$ cat src/hdl/pcfm_pkg.sv
// Shared types, constants and helpers for the pulse count frequency meter.
`timescale 1ns / 1ps

package pcfm_pkg;

   // Field widths
   localparam int unsigned BCD_W       = 24;
   localparam int unsigned BCD_DIGITS  = 6;
   localparam int unsigned CNT_W       = 20;
   localparam int unsigned TIME_W      = 64;
   localparam int unsigned MAG_W       = 8;
   localparam int unsigned LIMIT_W     = 20;
   localparam int unsigned OUT_W       = 32;
   localparam int unsigned CSR_DATA_W  = 20;
   localparam int unsigned CSR_INDEX_W = 1;
   localparam int unsigned RPM_W       = 6;

   // Scaling constants
   localparam int unsigned MICROS_PER_SEC        = 1000000;
   localparam int unsigned RPM_PER_HZ            = 60;
   localparam int unsigned DEFAULT_FRACTION_BITS = 8;

   // Register reset values
   localparam logic [LIMIT_W-1:0] RESET_LIMIT_DEFAULT = 20'd500000;
   localparam logic [MAG_W-1:0]   MAGNETS_DEFAULT     = 8'd2;

   // Register indexes
   localparam logic [CSR_INDEX_W-1:0] CSR_RESET_LIMIT = 1'd0;
   localparam logic [CSR_INDEX_W-1:0] CSR_MAGNETS     = 1'd1;

   // Saturation limits
   localparam logic [OUT_W-1:0] SAT_POS_MAX = 32'h7FFF_FFFF;
   localparam logic [OUT_W-1:0] SAT_NEG_MIN = 32'h8000_0000;
   localparam logic [OUT_W-1:0] SAT_U_MAX   = 32'hFFFF_FFFF;

   localparam logic [3:0] DIGIT_MAX = 4'd9;

   // Status from the shared divider
   typedef struct packed {
      logic busy;
      logic done;
   } div_status_type;

   // Decode six packed BCD digits; a nibble above nine counts as nine
   function automatic logic [CNT_W-1:0] decode_bcd(input logic [BCD_W-1:0] bcd);
      logic [CNT_W-1:0] value;
      logic [3:0]       digit;
      value = '0;
      for (int i = BCD_DIGITS - 1; i >= 0; i--) begin
         digit = bcd[4*i +: 4];
         if (digit > DIGIT_MAX) begin
            digit = DIGIT_MAX;
         end
         value = CNT_W'(value * CNT_W'(10) + CNT_W'(digit));
      end
      return value;
   endfunction

endpackage

$ cat src/hdl/pcfm_divider.sv
// Shared restoring divider, one quotient bit per cycle.
`timescale 1ns / 1ps

module pcfm_divider
   import pcfm_pkg::*;
#(
   parameter int unsigned NUM_W = 54,
   parameter int unsigned DEN_W = 72
) (
   input  logic               clock,
   input  logic               reset,
   input  logic               start,
   input  logic [NUM_W-1:0]   numerator,
   input  logic [DEN_W-1:0]   denominator,
   output div_status_type     status,
   output logic [NUM_W-1:0]   quotient
);

   localparam int unsigned STEP_W = $clog2(NUM_W);
   localparam logic [STEP_W-1:0] LAST_STEP = STEP_W'(NUM_W - 1);

   logic [NUM_W-1:0]  quo_ff, quo_in;
   logic [DEN_W-1:0]  rem_ff, rem_in;
   logic [STEP_W-1:0] step_ff, step_in;
   logic              busy_ff, busy_in;
   logic              done_ff, done_in;

   logic [DEN_W:0]    trial;
   logic [DEN_W:0]    diff;
   logic              fits;

   // Shift in the next numerator bit and try one subtract
   always_comb begin
      trial = {rem_ff, quo_ff[NUM_W-1]};
      diff  = trial - {1'b0, denominator};
      fits  = trial >= {1'b0, denominator};
   end

   always_comb begin
      quo_in  = quo_ff;
      rem_in  = rem_ff;
      step_in = step_ff;
      busy_in = busy_ff;
      done_in = 1'b0;
      if (start) begin
         quo_in  = numerator;
         rem_in  = '0;
         step_in = LAST_STEP;
         busy_in = 1'b1;
      end else if (busy_ff) begin
         quo_in  = {quo_ff[NUM_W-2:0], fits};
         rem_in  = fits ? diff[DEN_W-1:0] : trial[DEN_W-1:0];
         step_in = step_ff - STEP_W'(1);
         if (step_ff == '0) begin
            busy_in = 1'b0;
            done_in = 1'b1;
         end
      end
   end

   always_ff @(posedge clock) begin
      if (reset) begin
         busy_ff <= 1'b0;
         done_ff <= 1'b0;
      end else begin
         busy_ff <= busy_in;
         done_ff <= done_in;
      end
   end

   always_ff @(posedge clock) begin
      quo_ff  <= quo_in;
      rem_ff  <= rem_in;
      step_ff <= step_in;
   end

   assign status.busy = busy_ff;
   assign status.done = done_ff;
   assign quotient    = quo_ff;

endmodule

$ cat src/hdl/pulse_count_frequency_meter_unit.sv
// Frequency meter that turns polled BCD pulse counts and timestamps into Hz and rpm.
//
// Usage: each req beat is one poll of an external six-digit BCD pulse counter together
// with its microsecond timestamp. Each poll yields exactly one rsp beat holding the
// frequency and one-pulse resolution in Hz and rpm (fixed point, FRACTION_BITS
// fraction bits, saturated), a request to clear the external counter and a divide
// error flag. The csr port writes the counter clear threshold and magnets per rev;
// the user must write them only while the block is idle, which the block does not
// enforce; there is no read-back. The sequencer steps through S_DELTA, S_SCALE and
// S_RPM, then the one restoring divider produces all four quotients one bit per
// cycle, each through S_DIV_START and S_DIV_WAIT, and the result goes out in S_DONE;
// a poll with a divide error skips the divider. req_ready is high only when idle.
// A finished result waits in the output register, so the next poll is taken while
// the rsp beat is still stalled; if that stall lasts until the next result is done,
// the block holds the new result until the output register frees up.
// Reset: synchronous, clears previous count and time to zero and restores the
// register defaults (limit 500000, two magnets).

`timescale 1ns / 1ps

module pulse_count_frequency_meter_unit
   import pcfm_pkg::*;
#(
   parameter int unsigned FRACTION_BITS = DEFAULT_FRACTION_BITS
) (
   input  logic                     clock,
   input  logic                     reset,
   // poll channel
   input  logic                     req_valid,
   output logic                     req_ready,
   input  logic [BCD_W-1:0]         req_counter_bcd,
   input  logic [TIME_W-1:0]        req_time_us,
   // result channel
   output logic                     rsp_valid,
   input  logic                     rsp_ready,
   output logic signed [OUT_W-1:0]  rsp_freq_hz_q8,
   output logic signed [OUT_W-1:0]  rsp_freq_rpm_q8,
   output logic [OUT_W-1:0]         rsp_resolution_hz_q8,
   output logic [OUT_W-1:0]         rsp_resolution_rpm_q8,
   output logic                     rsp_reset_counter,
   output logic                     rsp_divide_error,
   // register writes
   input  logic                     csr_wr_en,
   input  logic [CSR_INDEX_W-1:0]   csr_index,
   input  logic [CSR_DATA_W-1:0]    csr_wdata
);

   // 1e6 fits in CNT_W bits, 60 in RPM_W bits
   localparam int unsigned BASE_W = CNT_W + FRACTION_BITS;
   localparam int unsigned NUM_W  = BASE_W + CNT_W + RPM_W;
   localparam int unsigned DEN_W  = MAG_W + TIME_W;
   localparam logic [BASE_W-1:0] BASE     = BASE_W'(MICROS_PER_SEC) << FRACTION_BITS;
   localparam logic [NUM_W-1:0]  BASE_NUM = NUM_W'(BASE);
   localparam logic [NUM_W-1:0]  BASE_RPM = NUM_W'(NUM_W'(BASE) * NUM_W'(RPM_PER_HZ));

   // Sequencer states
   localparam logic [2:0] S_IDLE      = 3'd0;
   localparam logic [2:0] S_DELTA     = 3'd1;
   localparam logic [2:0] S_SCALE     = 3'd2;
   localparam logic [2:0] S_RPM       = 3'd3;
   localparam logic [2:0] S_DIV_START = 3'd4;
   localparam logic [2:0] S_DIV_WAIT  = 3'd5;
   localparam logic [2:0] S_DONE      = 3'd6;

   // Quotient jobs for the shared divider
   localparam logic [1:0] JOB_FHZ  = 2'd0;
   localparam logic [1:0] JOB_FRPM = 2'd1;
   localparam logic [1:0] JOB_RHZ  = 2'd2;
   localparam logic [1:0] JOB_RRPM = 2'd3;

   logic [2:0]          state_ff, state_in;
   logic [1:0]          job_ff, job_in;

   logic [LIMIT_W-1:0]  limit_ff, limit_in;
   logic [MAG_W-1:0]    magnets_ff, magnets_in;
   logic [CNT_W-1:0]    prev_count_ff, prev_count_in;
   logic [TIME_W-1:0]   prev_time_ff, prev_time_in;

   logic [CNT_W-1:0]    count_ff, count_in;
   logic [TIME_W-1:0]   time_ff, time_in;
   logic [TIME_W-1:0]   dt_ff, dt_in;
   logic [CNT_W-1:0]    dmag_ff, dmag_in;
   logic                neg_ff, neg_in;
   logic                clear_ff, clear_in;
   logic                err_ff, err_in;
   logic [DEN_W-1:0]    den_ff, den_in;
   logic [NUM_W-1:0]    num_f_ff, num_f_in;
   logic [NUM_W-1:0]    num_r_ff, num_r_in;

   logic [OUT_W-1:0]    fhz_ff, fhz_in;
   logic [OUT_W-1:0]    frpm_ff, frpm_in;
   logic [OUT_W-1:0]    rhz_ff, rhz_in;
   logic [OUT_W-1:0]    rrpm_ff, rrpm_in;

   logic                rsp_valid_ff, rsp_valid_in;
   logic [OUT_W-1:0]    out_fhz_ff, out_fhz_in;
   logic [OUT_W-1:0]    out_frpm_ff, out_frpm_in;
   logic [OUT_W-1:0]    out_rhz_ff, out_rhz_in;
   logic [OUT_W-1:0]    out_rrpm_ff, out_rrpm_in;
   logic                out_clear_ff, out_clear_in;
   logic                out_err_ff, out_err_in;

   logic                div_start;
   logic [NUM_W-1:0]    div_num;
   div_status_type      div_status;
   logic [NUM_W-1:0]    div_quo;

   logic signed [CNT_W:0]   delta;
   logic signed [CNT_W+1:0] predicted;
   logic [OUT_W-1:0]        sat_signed_q;
   logic [OUT_W-1:0]        sat_unsigned_q;
   logic                    out_free;

   pcfm_divider #(
      .NUM_W (NUM_W),
      .DEN_W (DEN_W)
   ) u_divider (
      .clock       (clock),
      .reset       (reset),
      .start       (div_start),
      .numerator   (div_num),
      .denominator (den_ff),
      .status      (div_status),
      .quotient    (div_quo)
   );

   // Count difference and predicted next count
   always_comb begin
      delta     = $signed({1'b0, count_ff}) - $signed({1'b0, prev_count_ff});
      predicted = $signed({2'b00, count_ff}) + (CNT_W+2)'(delta);
   end

   // Clamp the divider quotient to the output range
   always_comb begin
      if (neg_ff) begin
         sat_signed_q = (div_quo >= NUM_W'(SAT_NEG_MIN)) ? SAT_NEG_MIN
                                                         : OUT_W'(0) - div_quo[OUT_W-1:0];
      end else begin
         sat_signed_q = (div_quo > NUM_W'(SAT_POS_MAX)) ? SAT_POS_MAX : div_quo[OUT_W-1:0];
      end
      sat_unsigned_q = (div_quo > NUM_W'(SAT_U_MAX)) ? SAT_U_MAX : div_quo[OUT_W-1:0];
   end

   // Pick the numerator for the current job
   always_comb begin
      unique case (job_ff)
         JOB_FHZ:  div_num = num_f_ff;
         JOB_FRPM: div_num = num_r_ff;
         JOB_RHZ:  div_num = BASE_NUM;
         JOB_RRPM: div_num = BASE_RPM;
         default:  div_num = num_f_ff;
      endcase
   end

   assign out_free = !rsp_valid_ff || rsp_ready;

   // Sequencer
   always_comb begin
      state_in      = state_ff;
      job_in        = job_ff;
      limit_in      = limit_ff;
      magnets_in    = magnets_ff;
      prev_count_in = prev_count_ff;
      prev_time_in  = prev_time_ff;
      count_in      = count_ff;
      time_in       = time_ff;
      dt_in         = dt_ff;
      dmag_in       = dmag_ff;
      neg_in        = neg_ff;
      clear_in      = clear_ff;
      err_in        = err_ff;
      den_in        = den_ff;
      num_f_in      = num_f_ff;
      num_r_in      = num_r_ff;
      fhz_in        = fhz_ff;
      frpm_in       = frpm_ff;
      rhz_in        = rhz_ff;
      rrpm_in       = rrpm_ff;
      rsp_valid_in  = rsp_valid_ff;
      out_fhz_in    = out_fhz_ff;
      out_frpm_in   = out_frpm_ff;
      out_rhz_in    = out_rhz_ff;
      out_rrpm_in   = out_rrpm_ff;
      out_clear_in  = out_clear_ff;
      out_err_in    = out_err_ff;
      div_start     = 1'b0;

      // take register writes
      if (csr_wr_en) begin
         unique case (csr_index)
            CSR_RESET_LIMIT: limit_in   = csr_wdata[LIMIT_W-1:0];
            CSR_MAGNETS:     magnets_in = csr_wdata[MAG_W-1:0];
            default:         limit_in   = limit_ff;
         endcase
      end

      // drop the result beat once taken
      if (rsp_valid_ff && rsp_ready) begin
         rsp_valid_in = 1'b0;
      end

      unique case (state_ff)
         S_IDLE: begin
            if (req_valid) begin
               count_in = decode_bcd(req_counter_bcd);
               time_in  = req_time_us;
               state_in = S_DELTA;
            end
         end
         S_DELTA: begin
            neg_in   = delta[CNT_W];
            dmag_in  = delta[CNT_W] ? CNT_W'(-delta) : delta[CNT_W-1:0];
            dt_in    = time_ff - prev_time_ff;
            clear_in = $signed({2'b00, limit_ff}) < predicted;
            prev_count_in = ($signed({2'b00, limit_ff}) < predicted) ? '0 : count_ff;
            prev_time_in  = time_ff;
            state_in = S_SCALE;
         end
         S_SCALE: begin
            den_in   = DEN_W'(magnets_ff) * DEN_W'(dt_ff);
            num_f_in = NUM_W'(dmag_ff) * NUM_W'(BASE);
            err_in   = (magnets_ff == '0) || (dt_ff == '0);
            state_in = S_RPM;
         end
         S_RPM: begin
            // times 60 as times 64 minus times 4
            num_r_in = (num_f_ff << 6) - (num_f_ff << 2);
            job_in   = JOB_FHZ;
            state_in = err_ff ? S_DONE : S_DIV_START;
         end
         S_DIV_START: begin
            div_start = 1'b1;
            state_in  = S_DIV_WAIT;
         end
         S_DIV_WAIT: begin
            if (div_status.done) begin
               unique case (job_ff)
                  JOB_FHZ:  fhz_in  = sat_signed_q;
                  JOB_FRPM: frpm_in = sat_signed_q;
                  JOB_RHZ:  rhz_in  = sat_unsigned_q;
                  JOB_RRPM: rrpm_in = sat_unsigned_q;
                  default:  fhz_in  = fhz_ff;
               endcase
               if (job_ff == JOB_RRPM) begin
                  state_in = S_DONE;
               end else begin
                  job_in   = job_ff + 2'd1;
                  state_in = S_DIV_START;
               end
            end
         end
         S_DONE: begin
            // hold until the output register frees up
            if (out_free) begin
               rsp_valid_in = 1'b1;
               out_fhz_in   = err_ff ? '0 : fhz_ff;
               out_frpm_in  = err_ff ? '0 : frpm_ff;
               out_rhz_in   = err_ff ? '0 : rhz_ff;
               out_rrpm_in  = err_ff ? '0 : rrpm_ff;
               out_clear_in = clear_ff;
               out_err_in   = err_ff;
               state_in     = S_IDLE;
            end
         end
         default: begin
            state_in = S_IDLE;
         end
      endcase
   end

   // Control state and registers
   always_ff @(posedge clock) begin
      if (reset) begin
         state_ff      <= S_IDLE;
         rsp_valid_ff  <= 1'b0;
         limit_ff      <= RESET_LIMIT_DEFAULT;
         magnets_ff    <= MAGNETS_DEFAULT;
         prev_count_ff <= '0;
         prev_time_ff  <= '0;
      end else begin
         state_ff      <= state_in;
         rsp_valid_ff  <= rsp_valid_in;
         limit_ff      <= limit_in;
         magnets_ff    <= magnets_in;
         prev_count_ff <= prev_count_in;
         prev_time_ff  <= prev_time_in;
      end
   end

   // Payload registers
   always_ff @(posedge clock) begin
      job_ff       <= job_in;
      count_ff     <= count_in;
      time_ff      <= time_in;
      dt_ff        <= dt_in;
      dmag_ff      <= dmag_in;
      neg_ff       <= neg_in;
      clear_ff     <= clear_in;
      err_ff       <= err_in;
      den_ff       <= den_in;
      num_f_ff     <= num_f_in;
      num_r_ff     <= num_r_in;
      fhz_ff       <= fhz_in;
      frpm_ff      <= frpm_in;
      rhz_ff       <= rhz_in;
      rrpm_ff      <= rrpm_in;
      out_fhz_ff   <= out_fhz_in;
      out_frpm_ff  <= out_frpm_in;
      out_rhz_ff   <= out_rhz_in;
      out_rrpm_ff  <= out_rrpm_in;
      out_clear_ff <= out_clear_in;
      out_err_ff   <= out_err_in;
   end

   assign req_ready             = (state_ff == S_IDLE);
   assign rsp_valid             = rsp_valid_ff;
   assign rsp_freq_hz_q8        = $signed(out_fhz_ff);
   assign rsp_freq_rpm_q8       = $signed(out_frpm_ff);
   assign rsp_resolution_hz_q8  = out_rhz_ff;
   assign rsp_resolution_rpm_q8 = out_rrpm_ff;
   assign rsp_reset_counter     = out_clear_ff;
   assign rsp_divide_error      = out_err_ff;

endmodule

$ cat config.mk
export PLATFORM = sky130hd
export DESIGN_NAME = pulse_count_frequency_meter_unit
export DESIGN_NICKNAME = d
export VERILOG_FILES = /design/src/hdl/pcfm_pkg.sv /design/src/hdl/pcfm_divider.sv /design/src/hdl/pulse_count_frequency_meter_unit.sv
export SDC_FILE = /design/constraint.sdc
export NUM_CORES = 2
export LEC_CHECK = 0
export ABC_AREA = 0
export BUFFER_PORTS_ARGS = -buffer_cell sky130_fd_sc_hd__buf_2
export CAP_MARGIN = 20
export CORE_UTILIZATION = 42
export CTS_CLUSTER_DIAMETER = 60
export DETAILED_ROUTE_END_ITERATION = 10
export GPL_ROUTABILITY_DRIVEN = 1
export PLACE_DENSITY = 0.56
export SETUP_SLACK_MARGIN = 0.15
export SKIP_LAST_GASP = 1
export SLEW_MARGIN = 40
export SYNTH_ARGS = -nofsm -noshare
export SYNTH_HDL_FRONTEND = slang
export SYNTH_SLANG_ARGS = --single-unit
$ cat constraint.sdc
create_clock -name clock -period 13.2 [get_ports clock]
set_input_delay 2.64 -clock clock [delete_from_list [all_inputs] [get_ports clock]]
set_output_delay 2.64 -clock clock [all_outputs]
set_load 0.005 [all_outputs]
==> impl_metrics.ini <==
[status]
status = finished, final reports clean

[placement]
placed_cells = 8855
dp_hpwl_um = 117700
portBuffers = 245
gp_congestion = 0.8681

[yosys]
synth.most_common_cell = nand2_1
synth_edf_count = 629
postSynthAreaPerCell_um2 = 9.676
synth_top_area_frac = 0.2859
synth.area.top_cells = edfxtp_1 29%, fa_1 14%, ha_1 11%
synth_top_area_cell = edfxtp_1
ys_seq_area_frac = 0.3453
synth_ff_type = edfxtp_1
async_reset_ff_frac = 0
syn_area_mm2 = 0.06607
synth_cells = 6828
ys_ff_latch = 825
ys_warn_count = 0
synthesis.nets = 7963
synth_cell_type_count = 87
yosys-top-cells-count = 776 x nand2_1, 741 x inv_1, 629 x edfxtp_1, 560 x ha_1, 466 x a21oi_1

[worst_setup_path]
path_class = in -> reg
slowest_stage = fa_1
path_max_fanout = 8
critPathArrivalTime_ns = 11.78
cp_slowest_stage_delay_ns = 0.50
crit_top_cell = ha_1
startpoint_type = input port
worstPathRequired_ns = 13.65
endpoint_kind = flop

[detailed_routing]
dr_total_vias = 47444
wl_um = 153700
ant_nets = 0
wl_per_cell_um = 17.00
routed_via_density = 5.246
drt_iter0_markers = 2854
drt_pass1_iterations = 7
drc = 0

[cts]
htreeDepth = 3
cts.root.buffer_cell = clkbuf_16
clock-sinks = 825
post_cts_buffers = 0
tritoncts = built
numCtsBuffers = 99
cts_buffer_depth = 3
cts_resized = 0
hold_buffers = 0
path_clk_slew_ns = 0.06
clock_latency_ns = 0.74

[timing]
worst_slew_pin_slew_ns = 0.8219
grt_setup_unrepaired = false
maxSlewHeadroom = 0.4451
tns_ns = 0
drv_slew = 0
hold_viol = 0
period_share = 0.8588
setup_viol = 0
finalClockSkew_ns = 0.08957
timing.final.crit_period_ns = 11.34
max_freq_mhz = 88.21

[global_route]
grt_pass1_vias = 46781
gr-total-overflow = 0
antenna_found_initial = 0
grt_start_max_net_pins = 90
track_usage = 0.1937
grt_pass1_wl_um = 250700

[final_layout]
final_core_util = 0.4655
synthToLayoutAreaGrowth_pct = 10.06
drive_gt1_frac = 0.07532
fin_cells = 9043
nets = 8035

[floorplan]
core_mm2 = 0.1562
die_x_um = 398.6
rows = 145
die_area_mm2 = 0.1589
start_util = 0.4229
io_pins = 246
die_h_um = 398.6

[run]
max-cap-violations = 0

[worst_hold_path]
hold_class = reg -> reg
==> worst max-delay path: cells and delay by family <==
kind                       cells  cell delay, ns
buffers and inverters          1            0.15
adders and majority gates     11            3.45
xor gates and xnor gates       9            1.77
AOI/OAI and AO/OA              7            1.25
and+or+nand+nor                9            2.48
==> cells in the final DEF (no fill, tap or decap), drive strengths merged, types with 49 or more instances in the layout <==
| cell type | count |
|---|---|
| nand3 | 89 |
| buf | 287 |
| o21a | 61 |
| nor3 | 80 |
| nand2b | 84 |
| fa | 461 |
| a21oi | 466 |
| ha | 560 |
| xor2 | 154 |
| inv | 758 |
| nor2 | 346 |
| xnor2 | 247 |
| a21o | 182 |
| o21bai | 53 |
| edfxtp | 629 |
| o21ai | 271 |
| nor2b | 200 |
| dfxtp | 196 |
| and2 | 234 |
| nand2 | 777 |
| mux2i | 49 |
| a211oi | 75 |
| nand4 | 60 |
| clkbuf | 116 |
==> metal layers <==
layer,vias to the layer above,GRT usage,routed length [um]
met4,0,0.03831,2567
met3,160,0.02465,6839
met2,989,0.2993,66490
li1,23493,-,-
met5,-,0,0
met1,22802,0.2898,77840
==> per-stage QoR <==
stage / instance area, um^2 / setup WS (ns) / hold slack, ns
floorplan: 66070 / 0.2406 / 0.4003
global placement: 69010 / 1.258 / 0.4016
detailed placement: 69070 / 1.162 / 0.4200
CTS: 72660 / 1.882 / 0.4199
global route: 72710 / 1.143 / 0.4234
finish: 72710 / 1.864 / 0.4184
==> logic make-up after synthesis <==
group,Yosys count,share of synthesized area
xor gates and xnor gates,402,0.05350
buffers and inverters,1058,0.06051
AOI/OAI and AO/OA,1403,0.1350
and+or+nand+nor,2069,0.1525
other,1,0.00005676
adders and majority gates,1021,0.2457
DFF,825,0.3453
muxes,49,0.007424
==> sequential cells by signal, indices dropped and copies added (netlist names), 6 cells and up <==
| register | count |
|---|---|
| count_ff | 20 |
| fhz_ff | 32 |
| limit_ff | 20 |
| u_divider.rem_ff | 72 |
| num_r_ff | 38 |
| u_divider.step_ff | 6 |
| rrpm_ff | 32 |
| magnets_ff | 8 |
| u_divider.quotient | 54 |
| dt_ff | 64 |
| rsp_freq_hz_q8 | 32 |
| num_f_ff | 34 |
| prev_count_ff | 20 |
| den_ff | 72 |
| prev_time_ff | 64 |
| rsp_resolution_rpm_q8 | 32 |
| dmag_ff | 20 |
| rsp_resolution_hz_q8 | 32 |
| rhz_ff | 32 |
| time_ff | 64 |
| frpm_ff | 32 |
| rsp_freq_rpm_q8 | 32 |
==> path summary, 6_finish.rpt <==
check / startpoint / endpoint / slack [ns] / cells past startpoint
max reg2reg: count_ff[0]$_SDFFCE_PP1P_ / prev_count_ff[9]$_SDFFE_PP0P_ / 5.68 / 29
max: req_counter_bcd[23] / count_ff[19]$_DFFE_PP_ / 1.86 / 37
min: clear_ff$_DFFE_PP_ / rsp_reset_counter$_DFFE_PP_ / 0.42 / 0
min reg2reg: clear_ff$_DFFE_PP_ / rsp_reset_counter$_DFFE_PP_ / 0.42 / 0
==> final cells by class <==
| class | count | area [um^2] |
|---|---|---|
| fillers | 14775 | 83490 |
| multi-input cells | 4945 | 39330 |
| clock buffers | 116 | 2613 |
| repair buffers | 287 | 1603 |
| flip-flops and latches | 825 | 22820 |
| inverters | 742 | 2790 |
| well taps | 2058 | 2575 |
| clock inverters | 69 | 974.7 |
| diodes | 1 | 2.502 |
Power is not shown: default switching activity piles up to over one toggle a cycle in this logic, so the estimate is an artifact.
